`config.mk`:
```
export PLATFORM = sky130hd
export DESIGN_NAME = form_urlencoded_decoder
export DESIGN_NICKNAME = d
export VERILOG_FILES = /design/src/rtl/ufd_pkg.sv /design/src/rtl/form_urlencoded_decoder.sv /design/src/rtl/ufd_decode.sv /design/src/rtl/ufd_result_fifo.sv
export VERILOG_INCLUDE_DIRS = /design/src /design/src/rtl
export SDC_FILE = /design/constraint.sdc
export NUM_CORES = 1
export LEC_CHECK = 0
export BUFFER_PORTS_ARGS = -buffer_cell sky130_fd_sc_hd__clkbuf_2
export CAP_MARGIN = 25
export CORE_MARGIN = 4
export CORE_UTILIZATION = 60
export DETAILED_ROUTE_END_ITERATION = 10
export PLACE_DENSITY_LB_ADDON = 0.12
export SETUP_SLACK_MARGIN = 0.3
export SLEW_MARGIN = 30
export SYNTH_ARGS = -nofsm -noshare
export SYNTH_HDL_FRONTEND = slang
export SYNTH_SLANG_ARGS = --single-unit
```
`constraint.sdc`:
```
create_clock -name clk -period 11.7 [get_ports clk]
set_input_delay 1.17 -clock clk [delete_from_list [all_inputs] [get_ports clk]]
set_output_delay 1.17 -clock clk [all_outputs]
set_load 0.1 [all_outputs]
```
`src/rtl/assert_macros.svh`:
```
// Assertion helpers, sampled on clk and held off while rst_n is low.
`ifndef ASSERT_MACROS_SVH
`define ASSERT_MACROS_SVH

// Condition that must hold at every clock edge
`define UFD_ASSERT_NOW(lbl, cond, msg) \
    lbl: assert property (@(posedge clk) disable iff (!rst_n) (cond)) else $error(msg);

// Antecedent implies consequent on the following edge
`define UFD_ASSERT_NEXT(lbl, ante, cons, msg) \
    lbl: assert property (@(posedge clk) disable iff (!rst_n) (ante) |=> (cons)) \
        else $error(msg);

`endif

```
`src/rtl/ufd_pkg.sv`:
```
`timescale 1ns / 1ps

package ufd_pkg;

    // Special characters of the encoding
    localparam logic [7:0] CH_AMP   = 8'h26;
    localparam logic [7:0] CH_EQ    = 8'h3D;
    localparam logic [7:0] CH_PLUS  = 8'h2B;
    localparam logic [7:0] CH_PCT   = 8'h25;
    localparam logic [7:0] CH_SPACE = 8'h20;

    // Result kinds
    localparam logic [1:0] KIND_NAME        = 2'd0;
    localparam logic [1:0] KIND_VALUE       = 2'd1;
    localparam logic [1:0] KIND_END_VALUE   = 2'd2;
    localparam logic [1:0] KIND_END_NOVALUE = 2'd3;

    // Escape digit counts
    localparam logic [1:0] ESC_NONE = 2'd0;
    localparam logic [1:0] ESC_ONE  = 2'd1;
    localparam logic [1:0] ESC_TWO  = 2'd2;

    // Result queue geometry
    localparam int FIFO_DEPTH = 4;
    localparam int PTR_W      = $clog2(FIFO_DEPTH);
    localparam int LVL_W      = $clog2(FIFO_DEPTH + 1);

    typedef struct packed {
        logic [1:0] kind;
        logic [7:0] data;
        logic       bad;
        logic       str_end;
        logic       run_end;
    } result_t;

    typedef struct packed {
        logic       value_part;
        logic [1:0] digits_left;
        logic [3:0] high_nibble;
        logic       invalid;
    } dec_state_t;

    function automatic logic is_hex(input logic [7:0] b);
        return (b >= 8'h30 && b <= 8'h39) || (b >= 8'h41 && b <= 8'h46) ||
               (b >= 8'h61 && b <= 8'h66);
    endfunction

    function automatic logic [3:0] hex_val(input logic [7:0] b);
        logic [7:0] v;
        v = 8'h00;
        if (b >= 8'h30 && b <= 8'h39)
        begin
            v = b - 8'h30;
        end
        else if (b >= 8'h41 && b <= 8'h46)
        begin
            v = b - 8'h37;
        end
        else if (b >= 8'h61 && b <= 8'h66)
        begin
            v = b - 8'h57;
        end
        return v[3:0];
    endfunction

    function automatic logic [7:0] to_lower(input logic [7:0] b);
        return (b >= 8'h41 && b <= 8'h5A) ? (b + 8'h20) : b;
    endfunction

endpackage

```
`src/rtl/form_urlencoded_decoder.sv`:
```
`timescale 1ns / 1ps

// Channel  | Dir | Signals                          | Carries
// ---------+-----+----------------------------------+---------------------------------
// input    | in  | s_tvalid s_tready s_tdata s_tlast | raw byte, last byte of string
// output   | out | m_tvalid m_tready m_tdata m_tuser | decoded byte, kind/flags,
//          |     | m_tlast                          | last result of one input byte
//
// One raw byte is taken per cycle while the input is not stalled; it waits in the input
// register and its zero to two results enter a four-entry result queue when it moves on.
// The output gives one result per cycle while m_tready is high and the queue is not empty,
// so the two results of a byte leave one after the other; the queue absorbs this and the
// input stalls only while it holds more than two results. Input ready comes from the queue
// level and the input register, both registered, with no path from m_tready.
// Reset (rst_n low, asynchronous) empties the queue and returns to the name part
// with no escape pending.
module form_urlencoded_decoder
(
    input  logic       clk,
    input  logic       rst_n,
    input  logic       s_tvalid,
    output logic       s_tready,
    input  logic [7:0] s_tdata,   // [7:0] in_byte
    input  logic       s_tlast,   // in_last
    output logic       m_tvalid,
    input  logic       m_tready,
    output logic [7:0] m_tdata,   // [7:0] out_byte
    output logic [3:0] m_tuser,   // [1:0] kind, [2] bad_escape, [3] string_end
    output logic       m_tlast    // run_end
);

`include "assert_macros.svh"

    logic                          in_valid_reg;
    logic                          in_valid_next;
    logic [7:0]                    in_byte_reg;
    logic                          in_last_reg;
    ufd_pkg::dec_state_t           state_reg;
    ufd_pkg::dec_state_t           state_next;
    logic [1:0]                    res_cnt;
    ufd_pkg::result_t              res0;
    ufd_pkg::result_t              res1;
    ufd_pkg::result_t              head;
    logic [ufd_pkg::LVL_W-1:0]     level;
    logic                          advance;
    logic                          s_accept;
    logic                          pop;
    logic [1:0]                    push_cnt;
    logic                          hold_in;
    logic                          amp_taken;

    // Handshake control
    assign advance  = in_valid_reg && (level <= ufd_pkg::LVL_W'(ufd_pkg::FIFO_DEPTH - 2));
    assign s_tready = !in_valid_reg || advance;
    assign s_accept = s_tvalid && s_tready;
    assign pop      = m_tvalid && m_tready;
    assign push_cnt = advance ? res_cnt : 2'd0;

    always_comb
    begin
        if (s_accept)
        begin
            in_valid_next = 1'b1;
        end
        else if (advance)
        begin
            in_valid_next = 1'b0;
        end
        else
        begin
            in_valid_next = in_valid_reg;
        end
    end

    // Input register and decoder state
    always_ff @(posedge clk or negedge rst_n)
    begin
        if (!rst_n)
        begin
            in_valid_reg <= 1'b0;
            state_reg    <= '0;
        end
        else
        begin
            in_valid_reg <= in_valid_next;
            if (advance)
            begin
                state_reg <= state_next;
            end
        end
    end

    always_ff @(posedge clk)
    begin
        if (s_accept)
        begin
            in_byte_reg <= s_tdata;
            in_last_reg <= s_tlast;
        end
    end

    ufd_decode u_decode
    (
        .in_byte (in_byte_reg),
        .in_last (in_last_reg),
        .st      (state_reg),
        .st_next (state_next),
        .res_cnt (res_cnt),
        .res0    (res0),
        .res1    (res1)
    );

    ufd_result_fifo u_fifo
    (
        .clk      (clk),
        .rst_n    (rst_n),
        .push_cnt (push_cnt),
        .push0    (res0),
        .push1    (res1),
        .pop      (pop),
        .head     (head),
        .level    (level)
    );

    // Output mapping
    assign m_tvalid = (level != '0);
    assign m_tdata  = head.data;
    assign m_tuser  = {head.str_end, head.bad, head.kind};
    assign m_tlast  = head.run_end;

    // Checks
    assign hold_in   = in_valid_reg && !advance;
    assign amp_taken = advance && (in_byte_reg == ufd_pkg::CH_AMP);

    `UFD_ASSERT_NOW(a_level_bound, level <= ufd_pkg::LVL_W'(ufd_pkg::FIFO_DEPTH), "queue overflow")
    `UFD_ASSERT_NOW(a_digits_range, state_reg.digits_left != 2'd3, "escape count out of range")
    `UFD_ASSERT_NEXT(a_hold_item, hold_in, in_valid_reg && $stable(in_byte_reg), "held byte lost")
    `UFD_ASSERT_NEXT(a_pair_end_clears, amp_taken, state_reg == '0, "pair end left state behind")

endmodule

```
`src/rtl/ufd_decode.sv`:
```
`timescale 1ns / 1ps

// One raw byte against the decoder state: next state and up to two results.
module ufd_decode
(
    input  logic [7:0]          in_byte,
    input  logic                in_last,
    input  ufd_pkg::dec_state_t st,
    output ufd_pkg::dec_state_t st_next,
    output logic [1:0]          res_cnt,
    output ufd_pkg::result_t    res0,
    output ufd_pkg::result_t    res1
);

    ufd_pkg::dec_state_t st_mid;
    ufd_pkg::result_t    pre_res;
    ufd_pkg::result_t    bad_res;
    ufd_pkg::result_t    end_res;
    logic                pre_v;
    logic                fin;
    logic                fin_bad;
    logic                hex_ok;
    logic [3:0]          hv;
    logic                inv1;
    logic [3:0]          hn1;
    logic [1:0]          dl1;
    logic [7:0]          raw;

    assign hex_ok = ufd_pkg::is_hex(in_byte);
    assign hv     = ufd_pkg::hex_val(in_byte);

    // Byte classification and escape tracking
    always_comb
    begin
        st_mid  = st;
        pre_v   = 1'b0;
        fin     = 1'b0;
        inv1    = st.invalid | ~hex_ok;
        hn1     = ((st.digits_left == ufd_pkg::ESC_TWO) && hex_ok) ? hv : st.high_nibble;
        dl1     = st.digits_left - 2'd1;
        raw     = in_byte;
        pre_res = '0;
        pre_res.kind = st.value_part ? ufd_pkg::KIND_VALUE : ufd_pkg::KIND_NAME;

        if (in_byte == ufd_pkg::CH_AMP)
        begin
            fin = 1'b1;
        end
        else
        begin
            if (st.digits_left != ufd_pkg::ESC_NONE)
            begin
                if (dl1 == ufd_pkg::ESC_NONE)
                begin
                    pre_v = 1'b1;
                    if (inv1)
                    begin
                        pre_res.bad = 1'b1;
                        raw         = 8'h00;
                    end
                    else
                    begin
                        raw = {hn1, hv};
                    end
                    st_mid.digits_left = ufd_pkg::ESC_NONE;
                    st_mid.high_nibble = 4'h0;
                    st_mid.invalid     = 1'b0;
                end
                else
                begin
                    st_mid.digits_left = dl1;
                    st_mid.high_nibble = hn1;
                    st_mid.invalid     = inv1;
                end
            end
            else if (in_byte == ufd_pkg::CH_PCT)
            begin
                st_mid.digits_left = ufd_pkg::ESC_TWO;
                st_mid.high_nibble = 4'h0;
                st_mid.invalid     = 1'b0;
            end
            else if (in_byte == ufd_pkg::CH_PLUS)
            begin
                pre_v = 1'b1;
                raw   = ufd_pkg::CH_SPACE;
            end
            else if (in_byte == ufd_pkg::CH_EQ && !st.value_part)
            begin
                st_mid.value_part = 1'b1;
            end
            else
            begin
                pre_v = 1'b1;
            end
            fin = in_last;
        end

        // name bytes are lowercased, markers carry zero
        if (pre_res.bad || st.value_part)
        begin
            pre_res.data = raw;
        end
        else
        begin
            pre_res.data = ufd_pkg::to_lower(raw);
        end
    end

    // Pair close: optional dropped-escape marker, then the pair end
    always_comb
    begin
        fin_bad = fin && (st_mid.digits_left != ufd_pkg::ESC_NONE);

        bad_res      = '0;
        bad_res.kind = st_mid.value_part ? ufd_pkg::KIND_VALUE : ufd_pkg::KIND_NAME;
        bad_res.bad  = 1'b1;

        end_res         = '0;
        end_res.kind    = st_mid.value_part ? ufd_pkg::KIND_END_VALUE
                                            : ufd_pkg::KIND_END_NOVALUE;
        end_res.str_end = in_last;

        st_next = fin ? '0 : st_mid;
    end

    // Pack the present results into two slots, mark the last one
    always_comb
    begin
        res_cnt = {1'b0, pre_v} + {1'b0, fin_bad} + {1'b0, fin};
        if (pre_v)
        begin
            res0 = pre_res;
            res1 = fin_bad ? bad_res : end_res;
        end
        else if (fin_bad)
        begin
            res0 = bad_res;
            res1 = end_res;
        end
        else
        begin
            res0 = end_res;
            res1 = end_res;
        end
        res0.run_end = (res_cnt == 2'd1);
        res1.run_end = (res_cnt == 2'd2);
    end

endmodule

```
`src/rtl/ufd_result_fifo.sv`:
```
`timescale 1ns / 1ps

// Small result queue: takes zero, one or two results a cycle, gives one.
module ufd_result_fifo
(
    input  logic                        clk,
    input  logic                        rst_n,
    input  logic [1:0]                  push_cnt,
    input  ufd_pkg::result_t            push0,
    input  ufd_pkg::result_t            push1,
    input  logic                        pop,
    output ufd_pkg::result_t            head,
    output logic [ufd_pkg::LVL_W-1:0]   level
);

    ufd_pkg::result_t                slot_reg [ufd_pkg::FIFO_DEPTH];
    logic [ufd_pkg::PTR_W-1:0]       wr_ptr_reg;
    logic [ufd_pkg::PTR_W-1:0]       wr_ptr_next;
    logic [ufd_pkg::PTR_W-1:0]       rd_ptr_reg;
    logic [ufd_pkg::PTR_W-1:0]       rd_ptr_next;
    logic [ufd_pkg::LVL_W-1:0]       level_reg;
    logic [ufd_pkg::LVL_W-1:0]       level_next;
    logic [ufd_pkg::PTR_W-1:0]       wr_ptr_p1;

    assign wr_ptr_p1 = wr_ptr_reg + 1'b1;

    // Pointer and level update
    always_comb
    begin
        wr_ptr_next = wr_ptr_reg + ufd_pkg::PTR_W'(push_cnt);
        rd_ptr_next = rd_ptr_reg + ufd_pkg::PTR_W'(pop);
        level_next  = level_reg + ufd_pkg::LVL_W'(push_cnt) - ufd_pkg::LVL_W'(pop);
    end

    always_ff @(posedge clk or negedge rst_n)
    begin
        if (!rst_n)
        begin
            wr_ptr_reg <= '0;
            rd_ptr_reg <= '0;
            level_reg  <= '0;
        end
        else
        begin
            wr_ptr_reg <= wr_ptr_next;
            rd_ptr_reg <= rd_ptr_next;
            level_reg  <= level_next;
        end
    end

    // Storage
    always_ff @(posedge clk)
    begin
        if (push_cnt != 2'd0)
        begin
            slot_reg[wr_ptr_reg] <= push0;
        end
        if (push_cnt == 2'd2)
        begin
            slot_reg[wr_ptr_p1] <= push1;
        end
    end

    assign head  = slot_reg[rd_ptr_reg];
    assign level = level_reg;

endmodule
```
# After elaboration in Yosys (flattened, before gate mapping)
# Memory sizes are Yosys's and may differ from the RTL's.
# Cells that the tools add are included.
[op_classes] muxes=45 magnitude_cmp=9 n_eq_ne=9 bitwise_logic=2 add_sub_neg=12 n_reduce_logical=24
[op_table] op="2-to-1 mux 8 bit" count=10
[op_table] op="2-to-1 mux 13 bit" count=3
[op_table] op="equality test 8 x 6 -> 1 bit (second input constant)" count=4
[op_table] op="greater-or-equal comparator 8 x 7 -> 1 bit (second input constant)" count=3
[op_table] op="<= comparator 8 x 7 -> 1 bit (second input constant)" count=3
[op_table] op="2-to-1 mux 1 bit" count=24
[op_table] op="2-to-1 mux 7 bit" count=3
[op_table] op="2-to-1 mux 4 bit" count=4
[op_table] op="logical AND 1 bit" count=10
[op_table] op="adder 8 x 6 -> 8 bit (second input constant)" count=1
[op_table] op="greater-or-equal comparator 8 x 6 -> 1 bit (second input constant)" count=1
[op_table] op="<= comparator 8 x 6 -> 1 bit (second input constant)" count=1
[op_table] op="nonzero test 2 bit" count=4
[op_table] op="subtractor 4 x 3 -> 4 bit (second input constant)" count=2
[op_table] op="equality test 2 bit (second input constant)" count=3
[op_table] op="nonzero test 3 bit" count=2
[op_table] op="adder 2 x 1 -> 2 bit" count=2
[op_table] op="logical OR 1 bit" count=4
[op_table] op="subtractor 4 x 1 -> 4 bit (second input constant)" count=1
[op_table] op="adder 3 x 2 -> 3 bit" count=1
[op_table] op="<= comparator 3 x 2 -> 1 bit (second input constant)" count=1
[op_table] op="AND reduction 3 bit" count=1
[op_table] op="subtractor 3 x 1 -> 3 bit" count=1
[op_table] op="adder 1 x 1 -> 2 bit" count=1
[op_table] op="10 further kinds" count=11
[word_totals] output_inout_bits=15 ram_bits=52 memories=1 input_bits=13 word_cells=112 regBits=25
[memory_table] memory="u_fifo.slot_reg" words=4 word_bits=13 rd=1 rd_ports_with_merged_regs=0 wr=2 line_no="ufd_result_fifo.sv:16" text="ufd_pkg::result_t slot_reg [ufd_pkg::FIFO_DEPTH];"

# Logic depth before layout (Yosys ltp)
# Gate-level depths: netlist (run 1).
[depth] depth_word=17 depth_mapped=16 depth_no_buf=15

# Cells and area by module
# Synthesis (run 1) repeated with hierarchy kept, for this count alone.
[hier_totals] cells_unflattened=384 area_unflattened_um2=4884.7
[by_module_without_submodules] mod="ufd_result_fifo" area_per_inst_um2=2942.8 n_inst=1 seq_area_each_um2=1736.7 cells_each=161
[by_module_without_submodules] mod="ufd_decode" area_per_inst_um2=1252.5 n_inst=1 seq_area_each_um2=0.0 cells_each=184
[by_module_without_submodules] mod="form_urlencoded_decoder" area_per_inst_um2=689.4 n_inst=1 seq_area_each_um2=495.5 cells_each=39

# Worst setup path after synthesis (run 1)
# No wires, ideal clock.
[synth_timing] path_type="register to register" startpoint="register in_byte_reg[6]" endpoint="memory u_fifo.slot_reg[1][0] (netlist name), enable pin" slack_ns=7.611 n_path_buf=1 required_ns=11.389 arrival_ns=3.778 path_stages_with_launch=13 path_cell_list="edfxtp_1 > or4b_4 > or3_1 > and3_1 > o221ai_2 > nand2_2 > buf_6 > fa_1 > nor3b_1 > nand2_1 > nor3_1 > nor2_1 > inv_1"
[synth_lines] element="from (decl)" line_no="form_urlencoded_decoder.sv:36" text="logic [7:0] in_byte_reg;"
[synth_lines] element="from (signal assigned)" line_no="form_urlencoded_decoder.sv:97" text="in_byte_reg <= s_tdata;"
[synth_lines] element="to (decl)" line_no="ufd_result_fifo.sv:16"

==> results of run 1 <==
path summary, 6_finish.rpt:
path	endpoint	slack, ns	cells after the start
hold / removal	u_fifo.slot_reg[0][10]	0.45	2
setup / recovery	u_fifo.slot_reg[3][2]	7.03	13
setup reg to reg	u_fifo.slot_reg[3][2]	7.03	13
min in group asynchronous	u_fifo.rd_ptr_reg[1]	0.72	1
hold reg to reg	u_fifo.slot_reg[0][10]	0.45	2
max in group asynchronous	state_reg[1]	10.69	1
kinds of logic after synthesis:
group,Yosys count
buffers and inverters,44
AO/OA/AOI/OAI,126
AND/OR/NAND/NOR,135
XOR/XNOR,7
adder cells (fa/ha/maj),15
flip-flops,77
multiplexers,14
layer usage:
layer	routed length, um	vias up	global-route usage (%)
met5	0	-	0
met3	523	22	3.81
met4	246	0	10.1
li1	-	1581	-
met1	4100	1561	30.7
met2	4540	132	39.0
critical path, cell delays in order, from the launching register on:
cell,delay [ns]
edfxtp_1,0.51
inv_1,0.23
ha_1,0.20
nand2_1,0.10
or3_1,0.41
and3_1,0.22
o221ai_2,0.30
nand2_2,0.24
fa_1,0.49
nor3b_1,0.46
nand2_1,0.17
nor3_1,0.45
nor2_1,0.33
inv_1,0.24
cell type report:
cell class | instances | area (sq um) | share of cell area [%]
sequential | 77 | 1910 | 41.9
clock buffer | 12 | 178 | 3.89
timing repair buffer | 28 | 143 | 3.12
multi-input combinational | 297 | 2070 | 45.3
inverter | 30 | 113 | 2.47
clock inverter | 4 | 52.6 | 1.15
tap | 80 | 100 | 2.19
cell usage in the layout (no fill, tap or decap), types with 5 or more instances in the layout:
master,n
inv_1,30
mux4_2,13
nand3_1,6
nor2b_1,9
o22ai_1,12
clkbuf_2,27
dfxtp_1,32
nor3_1,6
a31oi_1,7
ha_1,13
xnor2_1,5
a21oi_1,22
nor2_1,25
o21ai_0,40
nand2b_1,6
nand2_1,58
edfxtp_1,29
and2_1,6
o21a_1,5
dfrtp_1,16
clkbuf_8,9
per-stage QoR:
step	cells	worst slack, ns	instance area [sq um]
4_1_cts	528	7.07	4570
6_report	528	7.03	4570
5_1_grt	528	6.51	4570
3_3_place_gp	512	7.21	4340
2_1_floorplan	418	7.61	4160
3_5_place_dp	512	7.09	4340
cells in the mapped netlist (5+ instances only):
master	n	area, sq um
nand2_1	58	218
o21ai_0	40	200
dfxtp_1	32	641
inv_1	30	113
edfxtp_1	29	871
nor2_1	25	93.8
a21oi_1	22	110
dfrtp_1	16	400
ha_1	13	163
mux4_2	13	293
o22ai_1	12	75.1
clkbuf_1	9	33.8
nor2b_1	9	56.3
a31oi_1	7	43.8
and2_1	6	37.5
nand2b_1	6	37.5
nand3_1	6	30.0
nor3_1	6	30.0
o21a_1	5	37.5
xnor2_1	5	43.8
==> reports/qor.txt, run 1 <==
Hold Slack: 0.447 ns
slew of the pin with the lowest slew margin: 0.818 ns
adder-cell share of the synthesized area: 4.87%
Tot GR Track Use: 23.6%
post_cts resized: 0
Critical Path Start: in_byte_reg[0]
post-CTS setup buffers: 0
Largest register FFs: 52
Via density: 6.24
RSZ-0062 raised after global routing: false
Max Buffers Root-to-Sink: 2
largest net degree at the start of global routing: 19
Fmax: 0.214 GHz
utilization after layout: 67.6%
fillcell total: 528
#FFs+latches synth: 77
initial antenna violation count: 0
CP endpoint kind: register
NumNets Final: 471
global-route wire length before repair: 15500 um
synth-to-layout area growth: 9.68%
TNS Setup: 0 ns
port bufs: 27
Routed WL: 9400 um
worst r2r src: in_byte_reg[0]
Core ar.: 6760 sq um
compound-cell area share of the yosys netlist: 20.0%
WP data required: 11.75 ns
Initial Util: 61.6%
mux share of post-synthesis cell area: 7.30%
vias in the first global route: 3177
DR WL/cell: 17.8 um
final hold viol count: 0
Inserted Clock Buffers: 9
antenna viol nets, final: 0
Synth Warn #: 0
Post-Synthesis Cells: 418
Post-synth EDFFs: 29
Hold-fix buffers, CTS: 0
max-cap violation count: 0
Clock Sinks: 77
Clk pin slew, worst setup/hold paths: 0.08 ns
Clock Skew: 0.0122 ns
Post-synth top flop: dfxtp_1
Root Driver: clkbuf_8
syn avg cell area: 9.96 sq um
Worst setup SP type: register
die area: 8330 sq um
setup violators final: 0
fin. max-slew vios: 0
sequential fraction of the synthesis area: 45.9%
ANT cells: 0
Clk Latency, worst-skew pair: 0.35 ns
Min-Delay Startpoint: u_fifo.slot_reg[0][10]
CTS tree: built
Iter 0 DRT Violations: 322
largest family of logic cells by synthesized area: compound AO/OA/AOI/OAI gates
slew margin rel.: 45.5%
share of cells above drive strength 1: 16.7%
Routability Congestion: 0.968
fin crit period: 4.67 ns
Cell variety after synth: 63
post-synthesis async set-or-reset flop share: 20.8%
# rows: 30
Mapped Area: 4160 sq um
Mapped Nets: 446
GR Overflow Total: 0
DR DRC count: 0
io pins: 28
Final period util: 39.9%
Synth Area in Simple Gates: 16.0%
Crit Path Category: register to register
H-tree levels: 3
Detail Placement HPWL: 6980 um
critical path fanouts, max: 13
post-synthesis xor/xnor area fraction: 1.47%
status: complete, no violations
die height: 91.3 um
via count: 3296
Worst Hold Class: register to register
Arr. time, crit path: 4.71 ns
die width: 91.3 um
TritonRoute pass-1 iters: 5
Power of run 1 is left out: the tool's default activity adds up to more than one toggle a clock period on the data nets, which glitch-free logic cannot reach.
==> run 2, diff against run 1 <==
clock period = 4.7 ns   (was 11.7 ns; I/O delays follow)
==> reports/qor.txt, run 2 (synthesized netlist as in run 1, its figures left out) <==
status: complete, no violations (unchanged)
NumNets Final: 474 (was 471)
DR DRC count: 0 (unchanged)
RSZ-0062 raised after global routing: false (unchanged)
final hold viol count: 0 (unchanged)
Crit Path Category: register to register (unchanged)
initial antenna violation count: 0 (unchanged)
Inserted Clock Buffers: 9 (unchanged)
Core ar.: 6760 sq um (unchanged)
TNS Setup: 0 ns (unchanged)
Hold-fix buffers, CTS: 0 (unchanged)
commonest non-fill, non-tap cell in the layout: nand2_1 (unchanged)
Routability Congestion: 0.913 (was 0.968)
share of cells above drive strength 1: 19.7% (was 16.7%)
Final period util: 87.6% (was 39.9%)
via count: 3310 (was 3296)
Detail Placement HPWL: 7230 um (was 6980 um)
utilization after layout: 67.8% (was 67.6%)
io pins: 28 (unchanged)
fin. max-slew vios: 0 (unchanged)
H-tree levels: 3 (unchanged)
largest net degree at the start of global routing: 18 (was 19)
worst r2r src: in_byte_reg[6] (was in_byte_reg[0])
synth-to-layout area growth: 9.98% (was 9.68%)
GR Overflow Total: 0 (unchanged)
TritonRoute pass-1 iters: 5 (unchanged)
port bufs: 27 (unchanged)
most frequent cells in the layout: 57 x nand2_1, 40 x o21ai_0, 32 x dfxtp_1 (was 58 x nand2_1, 40 x o21ai_0, 32 x dfxtp_1)
CTS tree: built (unchanged)
slew of the pin with the lowest slew margin: 0.859 ns (was 0.818 ns)
Initial Util: 61.6% (unchanged)
die area: 8330 sq um (unchanged)
setup violators final: 0 (unchanged)
die width: 91.3 um (unchanged)
post-CTS setup buffers: 0 (unchanged)
Root Driver: clkbuf_8 (unchanged)
CP endpoint kind: register (unchanged)
critical path fanouts, max: 13 (unchanged)
Fmax: 0.243 GHz (was 0.214 GHz)
fin crit period: 4.12 ns (was 4.67 ns)
slew margin rel.: 42.7% (was 45.5%)
# rows: 30 (unchanged)
DR WL/cell: 18.4 um (was 17.8 um)
Clk Latency, worst-skew pair: 0.36 ns (was 0.35 ns)
Clock Sinks: 77 (unchanged)
Clock Skew: 0.0131 ns (was 0.0122 ns)
Tot GR Track Use: 25.2% (was 23.6%)
Arr. time, crit path: 4.37 ns (was 4.71 ns)
Via density: 6.23 (was 6.24)
max-cap violation count: 0 (unchanged)
antenna viol nets, final: 0 (unchanged)
Routed WL: 9750 um (was 9400 um)
Critical Path Start: in_byte_reg[6] (was in_byte_reg[0])
die height: 91.3 um (unchanged)
Largest register FFs: 52 (unchanged)
Worst setup SP type: register (unchanged)
WP data required: 4.95 ns (was 11.75 ns)
Max Buffers Root-to-Sink: 2 (unchanged)
Iter 0 DRT Violations: 240 (was 322)
ANT cells: 0 (unchanged)
Clk pin slew, worst setup/hold paths: 0.08 ns (about the same)
Worst Hold Class: input pin to async pin (was register to register)
vias in the first global route: 3302 (was 3177)
global-route wire length before repair: 16500 um (was 15500 um)
run 2: worst paths after layout:
kind / to / slack [ns] / cells past startpoint
max in group asynchronous: state_reg[3] / 4.39 / 1
worst min register to register: u_fifo.slot_reg[0][10] / 0.45 / 2
worst min-delay path: state_reg[7] / 0.02 / 1
worst max register to register: u_fifo.level[2] / 0.58 / 12
min in group clk: in_byte_reg[1] / 0.27 / 1
worst max-delay path: u_fifo.level[2] / 0.58 / 12
run 2: critical path, stage by stage, from the launching register on:
cell	delay (ns)
edfxtp_1	0.49
or4b_4	0.60
or3_1	0.37
and3_1	0.23
o221ai_2	0.33
nand2_4	0.17
fa_2	0.45
nor3b_4	0.28
inv_1	0.08
ha_1	0.30
fa_1	0.43
xor2_1	0.16
xnor2_1	0.12
run 2: area by class of cell:
type                       instances  area (sq um)
timing repair buffer              31           165
sequential                        77          1910
multi-input combinational        297          2120
fill                             547          2180
inverter                          30           113
tap                               80           100
clock buffer                       9           124
clock inverter                     7          48.8
run 2: layer usage:
| metal | global-route usage [%] | vias to the layer above | share of wire [%] |
|---|---|---|---|
| li1 | - | 1584 | - |
| met1 | 32.0 | 1572 | 43 |
| met2 | 42.0 | 130 | 49 |
| met3 | 4.81 | 24 | 5.1 |
| met4 | 10.6 | 0 | 2.8 |
| met5 | 0 | - | 0 |
run 2: what timing repair did:
action                     4_1_cts  5_1_grt
setup endpoints to repair       20       49
gates cloned                     0        0
resized for setup                4        9
hold endpoints to repair         0        0
run 2: through the flow:
step / std cells / setup WS (ns) / instance area (sq um) / hold slack [ns]
after global routing: 531 / 0.322 / 4580 / 0.0297
after floorplan: 418 / 0.611 / 4160 / 0.174
after CTS: 531 / 0.307 / 4550 / 0.0286
after detailed placement: 515 / 0.137 / 4360 / 0.416
after global placement: 515 / 0.344 / 4360 / 0.418
final: 531 / 0.582 / 4580 / 0.0207
Power of run 2 is left out for the same reason.
